<file path="src/design/i2cmbe_pkg.sv">
// Shared types and constants for the I2C master bit engine.
// No dependencies; used by the front, queue, back and top modules.
`default_nettype none
package i2cmbe_pkg;

  // Operation codes as carried on the input tuser
  localparam logic [2:0] OpTick  = 3'd0;
  localparam logic [2:0] OpStart = 3'd1;
  localparam logic [2:0] OpStop  = 3'd2;
  localparam logic [2:0] OpWrite = 3'd3;
  localparam logic [2:0] OpRead  = 3'd4;
  localparam logic [2:0] OpWait  = 3'd5;
  // Active command value for an idle engine
  localparam logic [2:0] OpIdle  = 3'd0;

  localparam logic [7:0] AckTimeoutReset = 8'd250;
  localparam logic [3:0] BitsPerByte     = 4'd8;

  // Queue between front and back
  localparam int QDepth = 2;
  localparam int QAw    = $clog2(QDepth);

  localparam int InDataW  = 16;
  localparam int OutDataW = 16;

  typedef enum logic [1:0] {
    KindTick,
    KindCmd,
    KindNone
  } kind_e;

  // Classified item handed from front to back
  typedef struct packed {
    kind_e      kind;
    logic [2:0] op;
    logic [7:0] tx_byte;
    logic       send_ack;
    logic       sda_in;
  } item_t;

  // One result item
  typedef struct packed {
    logic       rejected;
    logic       ack_error;
    logic [7:0] rx_byte;
    logic       done_res;
    logic       busy_res;
    logic       sda_drive;
    logic       sda_level;
    logic       scl_level;
  } res_t;

endpackage
`default_nettype wire

</file>
<file path="src/design/i2cmbe_front.sv">
// Front end: unpacks input transfers and classifies them as tick,
// command or ignored code. Depends on i2cmbe_pkg.
`default_nettype none
module i2cmbe_front (
  input  wire logic [2:0]                  op_i,
  input  wire logic [i2cmbe_pkg::InDataW-1:0] data_i,
  output i2cmbe_pkg::item_t                item_o
);

  always_comb begin
    item_o          = '0;
    item_o.op       = op_i;
    item_o.tx_byte  = data_i[7:0];
    item_o.send_ack = data_i[8];
    item_o.sda_in   = data_i[9];
    if (op_i == i2cmbe_pkg::OpTick) begin
      item_o.kind = i2cmbe_pkg::KindTick;
    end else if (op_i <= i2cmbe_pkg::OpWait) begin
      item_o.kind = i2cmbe_pkg::KindCmd;
    end else begin
      item_o.kind = i2cmbe_pkg::KindNone;
    end
  end

endmodule
`default_nettype wire

</file>
<file path="src/design/i2cmbe_queue.sv">
// Short FIFO of classified items between front and back.
// Depends on i2cmbe_pkg.
`default_nettype none
module i2cmbe_queue (
  input  wire logic          clk_i,
  input  wire logic          rst_ni,
  input  wire logic          push_i,
  input  i2cmbe_pkg::item_t  item_i,
  output logic               ready_o,
  input  wire logic          pop_i,
  output logic               valid_o,
  output i2cmbe_pkg::item_t  item_o
);

  i2cmbe_pkg::item_t              mem_q [i2cmbe_pkg::QDepth];
  logic [i2cmbe_pkg::QAw-1:0]     wr_ptr_q, rd_ptr_q;
  logic [i2cmbe_pkg::QAw:0]       count_q;
  logic                           do_push, do_pop;

  assign ready_o = (count_q != (i2cmbe_pkg::QAw+1)'(i2cmbe_pkg::QDepth));
  assign valid_o = (count_q != '0);
  assign item_o  = mem_q[rd_ptr_q];
  assign do_push = push_i && ready_o;
  assign do_pop  = pop_i && valid_o;

  always_ff @(posedge clk_i or negedge rst_ni) begin
    if (!rst_ni) begin
      wr_ptr_q <= '0;
      rd_ptr_q <= '0;
      count_q  <= '0;
    end else begin
      if (do_push) wr_ptr_q <= wr_ptr_q + 1'b1;
      if (do_pop)  rd_ptr_q <= rd_ptr_q + 1'b1;
      if (do_push && !do_pop) begin
        count_q <= count_q + 1'b1;
      end else if (do_pop && !do_push) begin
        count_q <= count_q - 1'b1;
      end
    end
  end

  always_ff @(posedge clk_i) begin
    if (do_push) mem_q[wr_ptr_q] <= item_i;
  end

endmodule
`default_nettype wire

</file>
<file path="src/design/i2cmbe_back.sv">
// Back end: bus phase sequencer, timeout register and output register.
// Depends on i2cmbe_pkg.
`default_nettype none
module i2cmbe_back (
  input  wire logic          clk_i,
  input  wire logic          rst_ni,
  input  wire logic          cfg_we_i,
  input  wire logic [7:0]    cfg_wdata_i,
  input  wire logic          q_valid_i,
  input  i2cmbe_pkg::item_t  q_item_i,
  output logic               q_pop_o,
  output logic               res_valid_o,
  output i2cmbe_pkg::res_t   res_o,
  input  wire logic          res_ready_i
);

  logic [7:0] timeout_q;
  logic [2:0] cmd_q, cmd_d;
  logic [2:0] phase_q, phase_d;
  logic [3:0] bits_q, bits_d;
  logic [7:0] shift_q, shift_d;
  logic [7:0] wait_q, wait_d;
  logic       ack_q, ack_d;
  logic       scl_q, scl_d, sda_q, sda_d, drv_q, drv_d;
  logic       done, err, rej, fin;
  logic [7:0] rx;
  logic       out_valid_q;
  i2cmbe_pkg::res_t out_q, res_d;

  // take the next item whenever the output slot frees up
  assign q_pop_o     = q_valid_i && (!out_valid_q || res_ready_i);
  assign res_valid_o = out_valid_q;
  assign res_o       = out_q;

  always_comb begin
    cmd_d = cmd_q; phase_d = phase_q; bits_d = bits_q; shift_d = shift_q;
    wait_d = wait_q; ack_d = ack_q; scl_d = scl_q; sda_d = sda_q; drv_d = drv_q;
    done = 1'b0; err = 1'b0; rej = 1'b0; fin = 1'b0; rx = '0;
    case (q_item_i.kind)
      i2cmbe_pkg::KindTick: begin
        if (cmd_q != i2cmbe_pkg::OpIdle) begin
          case (cmd_q)
            i2cmbe_pkg::OpStart: begin
              if (phase_q == 3'd0) begin
                drv_d = 1'b1; sda_d = 1'b1; scl_d = 1'b1; phase_d = 3'd1;
              end else if (phase_q == 3'd1) begin
                sda_d = 1'b0; phase_d = 3'd2;
              end else begin
                scl_d = 1'b0; done = 1'b1;
              end
            end
            i2cmbe_pkg::OpStop: begin
              if (phase_q > 3'd2) begin
                fin = 1'b1;
              end else if (phase_q == 3'd0) begin
                drv_d = 1'b1; scl_d = 1'b0; sda_d = 1'b0; phase_d = 3'd1;
              end else if (phase_q == 3'd1) begin
                scl_d = 1'b1; phase_d = 3'd2;
              end else begin
                sda_d = 1'b1; done = 1'b1;
              end
            end
            i2cmbe_pkg::OpWrite: begin
              if (phase_q == 3'd0) begin
                drv_d = 1'b1; scl_d = 1'b0; sda_d = shift_q[7]; phase_d = 3'd1;
              end else if (phase_q == 3'd1) begin
                scl_d = 1'b1; phase_d = 3'd2;
              end else begin
                scl_d   = 1'b0;
                shift_d = {shift_q[6:0], 1'b0};
                bits_d  = bits_q + 4'd1;
                if (bits_d >= i2cmbe_pkg::BitsPerByte) done = 1'b1;
                else phase_d = 3'd0;
              end
            end
            i2cmbe_pkg::OpRead: begin
              if (phase_q == 3'd0) begin
                scl_d = 1'b0; drv_d = 1'b0; sda_d = 1'b1; phase_d = 3'd1;
              end else if (phase_q == 3'd1) begin
                scl_d   = 1'b1;
                shift_d = {shift_q[6:0], q_item_i.sda_in};
                bits_d  = bits_q + 4'd1;
                phase_d = (bits_d >= i2cmbe_pkg::BitsPerByte) ? 3'd2 : 3'd0;
              end else if (phase_q == 3'd2) begin
                // ack bit: low for ack, driven high for nack
                scl_d = 1'b0; drv_d = 1'b1; sda_d = !ack_q; phase_d = 3'd3;
              end else if (phase_q == 3'd3) begin
                scl_d = 1'b1; phase_d = 3'd4;
              end else begin
                scl_d = 1'b0; done = 1'b1; rx = shift_q;
              end
            end
            i2cmbe_pkg::OpWait: begin
              if (phase_q == 3'd0) begin
                drv_d = 1'b0; sda_d = 1'b1; scl_d = 1'b1;
                if (!q_item_i.sda_in) phase_d = 3'd1;
                else if (wait_q >= timeout_q) phase_d = 3'd2;
                else wait_d = wait_q + 8'd1;
              end else if (phase_q == 3'd1) begin
                scl_d = 1'b0; done = 1'b1;
              end else if (phase_q == 3'd2) begin
                // timeout: run a stop condition
                drv_d = 1'b1; scl_d = 1'b0; sda_d = 1'b0; phase_d = 3'd3;
              end else if (phase_q == 3'd3) begin
                scl_d = 1'b1; phase_d = 3'd4;
              end else if (phase_q == 3'd4) begin
                sda_d = 1'b1; done = 1'b1; err = 1'b1;
              end else begin
                fin = 1'b1;
              end
            end
            default: fin = 1'b1;
          endcase
        end
      end
      i2cmbe_pkg::KindCmd: begin
        if (cmd_q != i2cmbe_pkg::OpIdle) begin
          rej = 1'b1;
        end else begin
          cmd_d = q_item_i.op; phase_d = '0; bits_d = '0; wait_d = '0;
          if (q_item_i.op == i2cmbe_pkg::OpWrite) shift_d = q_item_i.tx_byte;
          if (q_item_i.op == i2cmbe_pkg::OpRead) begin
            shift_d = '0; ack_d = q_item_i.send_ack;
          end
        end
      end
      default: ;
    endcase
    if (done || fin) begin
      cmd_d = i2cmbe_pkg::OpIdle; phase_d = '0; bits_d = '0;
    end
    res_d.rejected  = rej;
    res_d.ack_error = err;
    res_d.rx_byte   = rx;
    res_d.done_res  = done;
    res_d.busy_res  = (cmd_d != i2cmbe_pkg::OpIdle);
    res_d.sda_drive = drv_d;
    res_d.sda_level = sda_d;
    res_d.scl_level = scl_d;
  end

  always_ff @(posedge clk_i or negedge rst_ni) begin
    if (!rst_ni) begin
      timeout_q   <= i2cmbe_pkg::AckTimeoutReset;
      cmd_q       <= i2cmbe_pkg::OpIdle;
      phase_q     <= '0;
      bits_q      <= '0;
      shift_q     <= '0;
      wait_q      <= '0;
      ack_q       <= 1'b0;
      scl_q       <= 1'b1;
      sda_q       <= 1'b1;
      drv_q       <= 1'b1;
      out_valid_q <= 1'b0;
    end else begin
      if (cfg_we_i) timeout_q <= cfg_wdata_i;
      if (q_pop_o) begin
        cmd_q <= cmd_d; phase_q <= phase_d; bits_q <= bits_d; shift_q <= shift_d;
        wait_q <= wait_d; ack_q <= ack_d; scl_q <= scl_d; sda_q <= sda_d;
        drv_q <= drv_d;
        out_valid_q <= 1'b1;
      end else if (res_ready_i) begin
        out_valid_q <= 1'b0;
      end
    end
  end

  always_ff @(posedge clk_i) begin
    if (q_pop_o) out_q <= res_d;
  end

endmodule
`default_nettype wire

</file>
<file path="src/design/i2c_master_bit_engine.sv">
// Top level of the I2C master bit engine: front classifier, item queue
// and back-end phase sequencer. Depends on i2cmbe_pkg and the three submodules.
//
//  channel   direction  payload                         handshake
//  s_axis    in         tuser op, tdata tx/ack/sda      tvalid/tready
//  m_axis    out        tdata pin levels and status     tvalid/tready
//  cfg       in         ack_timeout (8 bit)             write enable only
//
// One result transfer per input transfer, one item per cycle sustained while m_axis_tready is high.
// Each item is registered in the queue, then in the output register.
// The phase sequencer retires one item per cycle; a stalled output holds
// the sequencer while the two-entry queue keeps taking input until full.
// Reset is asynchronous, active low; timeout resets to 250.
`default_nettype none
module i2c_master_bit_engine (
  input  wire logic        clk_i,
  input  wire logic        rst_ni,
  input  wire logic        s_axis_tvalid,
  output logic             s_axis_tready,
  // [7:0] tx_byte, [8] send_ack, [9] sda_in, [15:10] zero
  input  wire logic [i2cmbe_pkg::InDataW-1:0] s_axis_tdata,
  // [2:0] operation
  input  wire logic [2:0]  s_axis_tuser,
  output logic             m_axis_tvalid,
  input  wire logic        m_axis_tready,
  // [0] scl_level, [1] sda_level, [2] sda_drive, [3] busy_res, [4] done_res,
  // [12:5] rx_byte, [13] ack_error, [14] rejected, [15] zero
  output logic [i2cmbe_pkg::OutDataW-1:0] m_axis_tdata,
  input  wire logic        ack_timeout_we_i,
  input  wire logic [7:0]  ack_timeout_wdata_i
);

  i2cmbe_pkg::item_t front_item, q_item;
  i2cmbe_pkg::res_t  res;
  logic              q_valid, q_pop;

  i2cmbe_front u_front (
    .op_i   (s_axis_tuser),
    .data_i (s_axis_tdata),
    .item_o (front_item)
  );

  i2cmbe_queue u_queue (
    .clk_i   (clk_i),
    .rst_ni  (rst_ni),
    .push_i  (s_axis_tvalid),
    .item_i  (front_item),
    .ready_o (s_axis_tready),
    .pop_i   (q_pop),
    .valid_o (q_valid),
    .item_o  (q_item)
  );

  i2cmbe_back u_back (
    .clk_i       (clk_i),
    .rst_ni      (rst_ni),
    .cfg_we_i    (ack_timeout_we_i),
    .cfg_wdata_i (ack_timeout_wdata_i),
    .q_valid_i   (q_valid),
    .q_item_i    (q_item),
    .q_pop_o     (q_pop),
    .res_valid_o (m_axis_tvalid),
    .res_o       (res),
    .res_ready_i (m_axis_tready)
  );

  // res_t is declared high field first, so it packs lowest-first here
  assign m_axis_tdata = {1'b0, res};

endmodule
`default_nettype wire

</file>
<file path="config.mk">
export PLATFORM = sky130hd
export DESIGN_NAME = i2c_master_bit_engine
export DESIGN_NICKNAME = d
export VERILOG_FILES = /design/src/design/i2cmbe_pkg.sv /design/src/design/i2cmbe_front.sv /design/src/design/i2cmbe_queue.sv /design/src/design/i2cmbe_back.sv /design/src/design/i2c_master_bit_engine.sv
export SDC_FILE = /design/constraint.sdc
export NUM_CORES = 1
export LEC_CHECK = 0
export ABC_AREA = 1
export BUFFER_PORTS_ARGS = -buffer_cell sky130_fd_sc_hd__buf_2
export CAP_MARGIN = 20
export CORE_ASPECT_RATIO = 1.5
export CORE_MARGIN = 5
export CORE_UTILIZATION = 40
export CTS_BUF_LIST = sky130_fd_sc_hd__clkbuf_8
export CTS_CLUSTER_SIZE = 14
export DETAILED_ROUTE_END_ITERATION = 6
export PLACE_DENSITY_LB_ADDON = 0.25
export SLEW_MARGIN = 20
export SYNTH_ARGS = -nofsm -noshare
export SYNTH_HDL_FRONTEND = slang
export SYNTH_SLANG_ARGS = --single-unit
</file>
<file path="constraint.sdc">
create_clock -name clk_i -period 2.6 [get_ports clk_i]
set_clock_uncertainty 0.1 [all_clocks]
set_input_delay 0.65 -clock clk_i [delete_from_list [all_inputs] [get_ports clk_i]]
set_output_delay 0.65 -clock clk_i [all_outputs]
set_load 0.01 [all_outputs]
</file>
Yosys cells after proc, flatten, opt, wreduce, memory -nomap -nowiden
Memories as Yosys holds them, arrays and structs flattened.
Index checks and enable logic that the tools add are counted.

word-level totals
  register bits after elaboration = 58
  memory bits (writable) = 30
  input port bits = 32
  output and inout bits = 18
  word-level logic and storage cells = 233
  memories kept = 1

cells by class
  add/sub/neg operators = 6
  $lt $le $gt $ge = 4
  eq/ne operators = 37
  muxes and demuxes = 128
  bitwise logic cells = 4
  reduce and logical (&&, ||, !) cells = 31

memory list
  name           words  width  rd ports  clocked after memory_dff  write ports  RTL line            source
  u_queue.mem_q  2      15     1         0                         1            i2cmbe_queue.sv:15  i2cmbe_pkg::item_t mem_q [i2cmbe_pkg::QDepth];

operators by type and width
  cell                   count
  $mux W8                14
  $mux W1                70
  $mux W3                20
  $pmux W8 S2            3
  $mux W4                7
  $reduce_and A9 Y1      2
  $ne A4 B4 Y1 const B   4
  $pmux W4 S2            2
  $eq A3 B2 Y1 const B   5
  $ne A3 B3 Y1 const B   5
  $pmux W1 S5            3
  $pmux W3 S5            1
  $eq A3 B3 Y1 const B   4
  $mux W2                5
  $reduce_and A10 Y1     1
  $reduce_bool A3 Y1     3
  $add A8 B1 Y8 const B  1
  $ge A8 B8 Y1           1
  $ne A2 B1 Y1 const B   4
  $reduce_and A8 Y1      1
  $reduce_bool A2 Y1     4
  $ne A7 B5 Y1 const B   1
  $reduce_or A7 Y1       1
  $eq A3 B1 Y1 const B   2
  28 further kinds       46

Depth between registers and ports, before layout
  depth after elaboration = 12
  gate-level depth with buffers = 15
  gate-level depth less buffers = 12

Cells and area by module
A second synthesis with hierarchy kept.

unflattened totals
  cells, all modules = 540
  area total of the unflattened synthesis = 4,699.5 um^2

by module, submodules not included
  module                 instances  cells an instance  area each (um^2)  seq. area each (um^2)
  i2cmbe_back            1          413                3,203.1           1,437.6
  i2cmbe_queue           1          107                1,363.8           1,001.0
  i2cmbe_front           1          18                 121.4             0.0
  i2c_master_bit_engine  1          2                  11.3              0.0

Worst setup path before layout
No wires, ideal clock.

  kind = in2reg
  from = input m_axis_tready
  to = register u_queue.count_q[1] (netlist bit)
  setup time = 0.131 ns
  arrival time = 2.160 ns
  data required time = 2.369 ns
  setup slack = 0.210 ns
  cell stages on the path = 8
  path buffers = 1
  path through = nor2_1 -> a21oi_4 -> inv_1 -> clkbuf_1 -> ha_1 -> a21oi_1 -> o21ai_0 -> xor2_1

on the way
  cells in the longest elaborated chain, start to end = 6
  elaborated cells between the ends (all ways) = 8
  classes of those cells = mux: 1; reduce/logical: 7

ends and longest elaborated chain
  element                                        RTL line                     source
  start, declared                                i2c_master_bit_engine.sv:25  input wire logic m_axis_tready,
  $logic_or A1 B1 Y1 *                           i2cmbe_back.sv:31            assign q_pop_o = q_valid_i && (!out_valid_q || res_ready_i);
  $logic_and A1 B1 Y1 *                          i2cmbe_back.sv:31
  via q_pop                                      i2c_master_bit_engine.sv:35  logic q_valid, q_pop;
  $logic_and A1 B1 Y1 *                          i2cmbe_queue.sv:24           assign do_pop = pop_i && valid_o;
  $logic_not A1 Y1                               i2cmbe_queue.sv:34           if (do_push && !do_pop) begin
  $logic_and A1 B1 Y1                            i2cmbe_queue.sv:34
  $mux W2 or $reduce_bool A2 Y1 (tied branches)  -
  end signal, assigned                           i2cmbe_queue.sv:35           count_q <= count_q + 1'b1;
  end signal, assigned                           i2cmbe_queue.sv:37           count_q <= count_q - 1'b1;
  end, declared                                  i2cmbe_queue.sv:17           logic [i2cmbe_pkg::QAw:0] count_q;

Mark *: on every way through the listed nets, which the timed path passes. The rest lies on a longest branch.
A chain may end at the register's enable or synchronous reset.

Worst setup path in the final report
  from = register u_queue.rd_ptr_q
  to = register u_back.shift_q[0]

on the way
  cells in the longest elaborated chain, start to end = 6
  elaborated cells between the ends (all ways) = 23
  classes of those cells = eq/ne: 11; mux: 8; reduce/logical: 3; memory: 1

ends and longest elaborated chain
  element                 RTL line            source
  start, declared         i2cmbe_queue.sv:16  logic [i2cmbe_pkg::QAw-1:0] wr_ptr_q, rd_ptr_q;
  start signal, assigned  i2cmbe_queue.sv:33  if (do_pop) rd_ptr_q <= rd_ptr_q + 1'b1;
  $mem_v2 Z2 W15 *        -
  $mux W8                 i2cmbe_back.sv:79   end else if (phase_q == 3'd1) begin
  $mux W8                 i2cmbe_back.sv:77   if (phase_q == 3'd0) begin
  $pmux W8 S2             i2cmbe_back.sv:42   case (cmd_q)
  $mux W8                 i2cmbe_back.sv:41   if (cmd_q != i2cmbe_pkg::OpIdle) begin
  $pmux W8 S2             i2cmbe_back.sv:39   case (q_item_i.kind)
  end signal, assigned    i2cmbe_back.sv:158  cmd_q <= cmd_d; phase_q <= phase_d; bits_q <= bits_d; shift_q <= shift_d;
  end, declared           i2cmbe_back.sv:21   logic [7:0] shift_q, shift_d;

Mark *: on every way between the ends. The rest lies on a longest branch, timed or not. The select of a mux whose other input is x is not followed.

==> flow_summary.yaml <==
status:
  status: "completed"
detailed_routing:
  drc_errors: 0
  wirelength_um: 8940
  vias: 3265
  routedWlPerCell_um: 13.1
  via_per_inst: 4.78
  drtAntennaViolNets: 0
  drt-pass1-iter-count: 4
  drt_iter0_markers: 140
hold_path:
  hold_path_class: "primary input to async pin"
logic_synthesis:
  yosysUniqueCellTypes: 45
  netlist_instances: 477
  synth_edf_count: 45
  syn-num-nets: 520
  yosysSeqAreaShare_pct: 54.7
  ys.flop_type: "edfxtp_1"
  ys_seq_elements: 88
  postSynthAreaPerCell_um2: 9.34
  synthesis.area_um2: 4460
  ys_warn_count: 0
  async_reset_ff_share_pct: 48.9
grt:
  grt_first_pass_wirelength_um: 15100
  grtUsageMet1_pct: 16.6
  grt_overflow: 0
  grt_usage_pct: 14.5
  met3_usage_pct: 3.78
  grt_max_degree: 44
  grtUsageMet2_pct: 25.2
  antenna_found_initial: 0
  grt_pass1_vias: 3269
  grt-busiest-layer: "met2"
timing:
  tightest_slew_ns: 0.588
  min_period_over_period_pct: 86.8
  finalWorstPathRequiredPeriod_ns: 2.26
  rsz0062_at_grt: "no"
  relSlewSlack_pct: 60.8
  setup_viol: 0
  timing.fmax_mhz: 443
  hold_viol: 0
  tns_ns: 0
  drv_slew: 0
setup_path:
  cp_cell_sequence: "inv_2 > nand2_1 > nand2_2 > inv_2 > nor2_4 > nand2_2 > o21ai_2 > nor3_4 > and2_2 > o21ai_4 > nand2_1 > o21ai_2"
  end_kind: "register"
  r2r-end: "u_back.shift_q[0]"
  cp_slowest_cell: "dfrtp_1"
  arrival_ns: 2.39
  required_ns: 2.74
  rrSetupSlack_ns: 0.34
  timing.rr.start: "u_queue.rd_ptr_q"
  cpPeakStageDelay_ns: 0.54
  timing.critical_path.fanout_max: 16
  worst-path-buf-inv: 2
  start_kind: "register"
  rr_worst_depth: 12
  cp_top_family: "simple AND/OR/NAND/NOR gates"
  path_class: "register to register"
clock_network:
  clk_latency_ns: 0.36
  hold_buffers: 0
  post_cts_buffers: 0
  ctsResizeCount: 0
  cts.htree.levels: 3
  numCtsBuffers: 9
  clock-sinks: 88
  clockRootBuffer: "clkbuf_8"
  clk_pin_slew_ns: 0.09
  clk_path_buf_depth: 2
  cts_tree: "yes"
placed_design:
  portBuffers: 42
  place_hpwl_um: 6800
  gp_congestion: 0.930
  dp.cells: 667
floorplanning:
  die_h_um: 139
  num_io_pins: 50
  dieArea_um2: 13400
  core.rowCount: 47
  start_util_pct: 40.5
  die_w_um: 96.2
  coreArea_um2: 11000
pwr:
  powerDensity_nw_per_um2: 1100
  vdd_drop_max_uv: 456
  leakagePower_nw: 2.33
finish:
  antennaDiodeCount: 0
  synthToLayoutAreaGrowth_pct: 14.3
  num-fill-cells: 1078
  drive_above_1_share_pct: 21.3
  fin_nets: 574
  final_common_cell: "nand2_1"
  mostFrequentLayoutCells: "nand2_1 (113), inv_1 (53), nor2_1 (45), edfxtp_1 (45), buf_2 (42)"
  fin_cells: 683
run:
  maxCapViolations: 0
## stage by stage
stage	setup slack, ns	power [mW]	hold WS, ns	instance area, um^2	utilization (%)
after global placement	0.202	4.57	0.358	4870	44.3
after detailed placement	0.173	4.63	0.366	4870	44.3
after floorplan	0.210	3.96	0.254	4460	-
final	0.342	5.60	0.258	5090	46.3
after global routing	0.0871	6.05	0.307	5090	46.3
after CTS	0.200	5.67	0.275	5090	46.3
## cells by family (layout without fill, tap and decap cells)
kind of cell / Yosys count / after routing / share of synthesized area, %
AO/OA/AOI/OAI: 77 / 77 / 10.8
XOR/XNOR: 9 / 9 / 1.77
adder cells (fa/ha/maj): 11 / 11 / 3.09
buffers and inverters: 73 / 132 / 6.88
flip-flops: 88 / 88 / 54.7
multiplexers: 11 / 11 / 2.50
other: 1 / 1 / 0.0841
AND/OR/NAND/NOR: 207 / 207 / 20.2
## area by class of cell
cell class / count / area, um^2 / area share (%)
Inverter: 60 / 225 / 4.42
Timing Repair Buffer: 56 / 315 / 6.19
Tap cell: 147 / 184 / 3.61
Clock inverter: 7 / 93.8 / 1.84
Clock buffer: 9 / 124 / 2.43
Multi-Input combinational cell: 316 / 1710 / 33.6
Sequential cell: 88 / 2440 / 47.9
## worst reg2reg max path: cells and delay by family (launching register included)
kind | cells | cell delay [ns]
AOI/OAI and AO/OA | 3 | 0.31
DFF | 1 | 0.54
and+or+nand+nor | 7 | 1.00
buffers and inverters | 2 | 0.20
## synthesized netlist by cell type (2+ instances only)
library cell / count / share of area (%)
a21oi_1: 15 / 1.7
nand2_1: 113 / 9.5
buf_6: 3 / 0.76
nand3_1: 23 / 2.6
dfstp_2: 9 / 5.3
o21ai_1: 5 / 0.56
nand4_1: 4 / 0.56
a22oi_1: 2 / 0.34
nand2_4: 2 / 0.51
o21ai_2: 9 / 1.8
nor2_4: 3 / 0.76
edfxtp_1: 45 / 30
ha_1: 11 / 3.1
clkbuf_1: 3 / 0.25
inv_2: 8 / 0.67
o211ai_1: 2 / 0.34
dfrtp_1: 34 / 19
o22ai_1: 8 / 1.1
nor2_1: 45 / 3.8
xnor2_1: 2 / 0.39
o21ai_0: 28 / 3.1
inv_1: 52 / 4.4
nor3_1: 7 / 0.79
mux2i_1: 10 / 2.2
buf_2: 5 / 0.56
xor2_1: 7 / 1.4
nand2_2: 4 / 0.56
## worst max-delay path by stage
| stage | startpoint | cells after the start | slack, ns | end |
|---|---|---|---|---|
| after floorplan | m_axis_tready | 8 | 0.21 | u_queue.count_q[1] |
| after global placement | m_axis_tready | 9 | 0.20 | u_back.shift_q[3] |
| after detailed placement | m_axis_tready | 9 | 0.17 | u_back.shift_q[3] |
| after CTS | u_queue.rd_ptr_q | 12 | 0.20 | u_back.shift_q[0] |
| after global routing | u_queue.rd_ptr_q | 12 | 0.09 | u_back.shift_q[0] |
| final | u_queue.rd_ptr_q | 12 | 0.34 | u_back.shift_q[0] |
## sequential cells by signal, summed over array words and instances, names as in the netlist, 3 cells and up
register and count:
u_queue.mem_q 30, u_back.res_o 15, u_back.shift_q 8, u_back.timeout_q 8, u_back.wait_q 8, u_back.bits_q 4, u_back.cmd_q 3, u_back.phase_q 3
## layer usage
metal | up-vias | part of all wire [%]
met1 | 1507 | 41
met2 | 56 | 52
met4 | 0 | 2.5
met5 | - | 0
met3 | 15 | 4.3
li1 | 1687 | -
## power by group
group / total [mW] / internal [mW] / switching, mW
logic: 2.38 / 0.839 / 1.54
clock network: 1.03 / 0.543 / 0.486
registers: 2.19 / 1.95 / 0.237
total: 5.60 / 3.33 / 2.27
(Power assumes the default switching activity.)
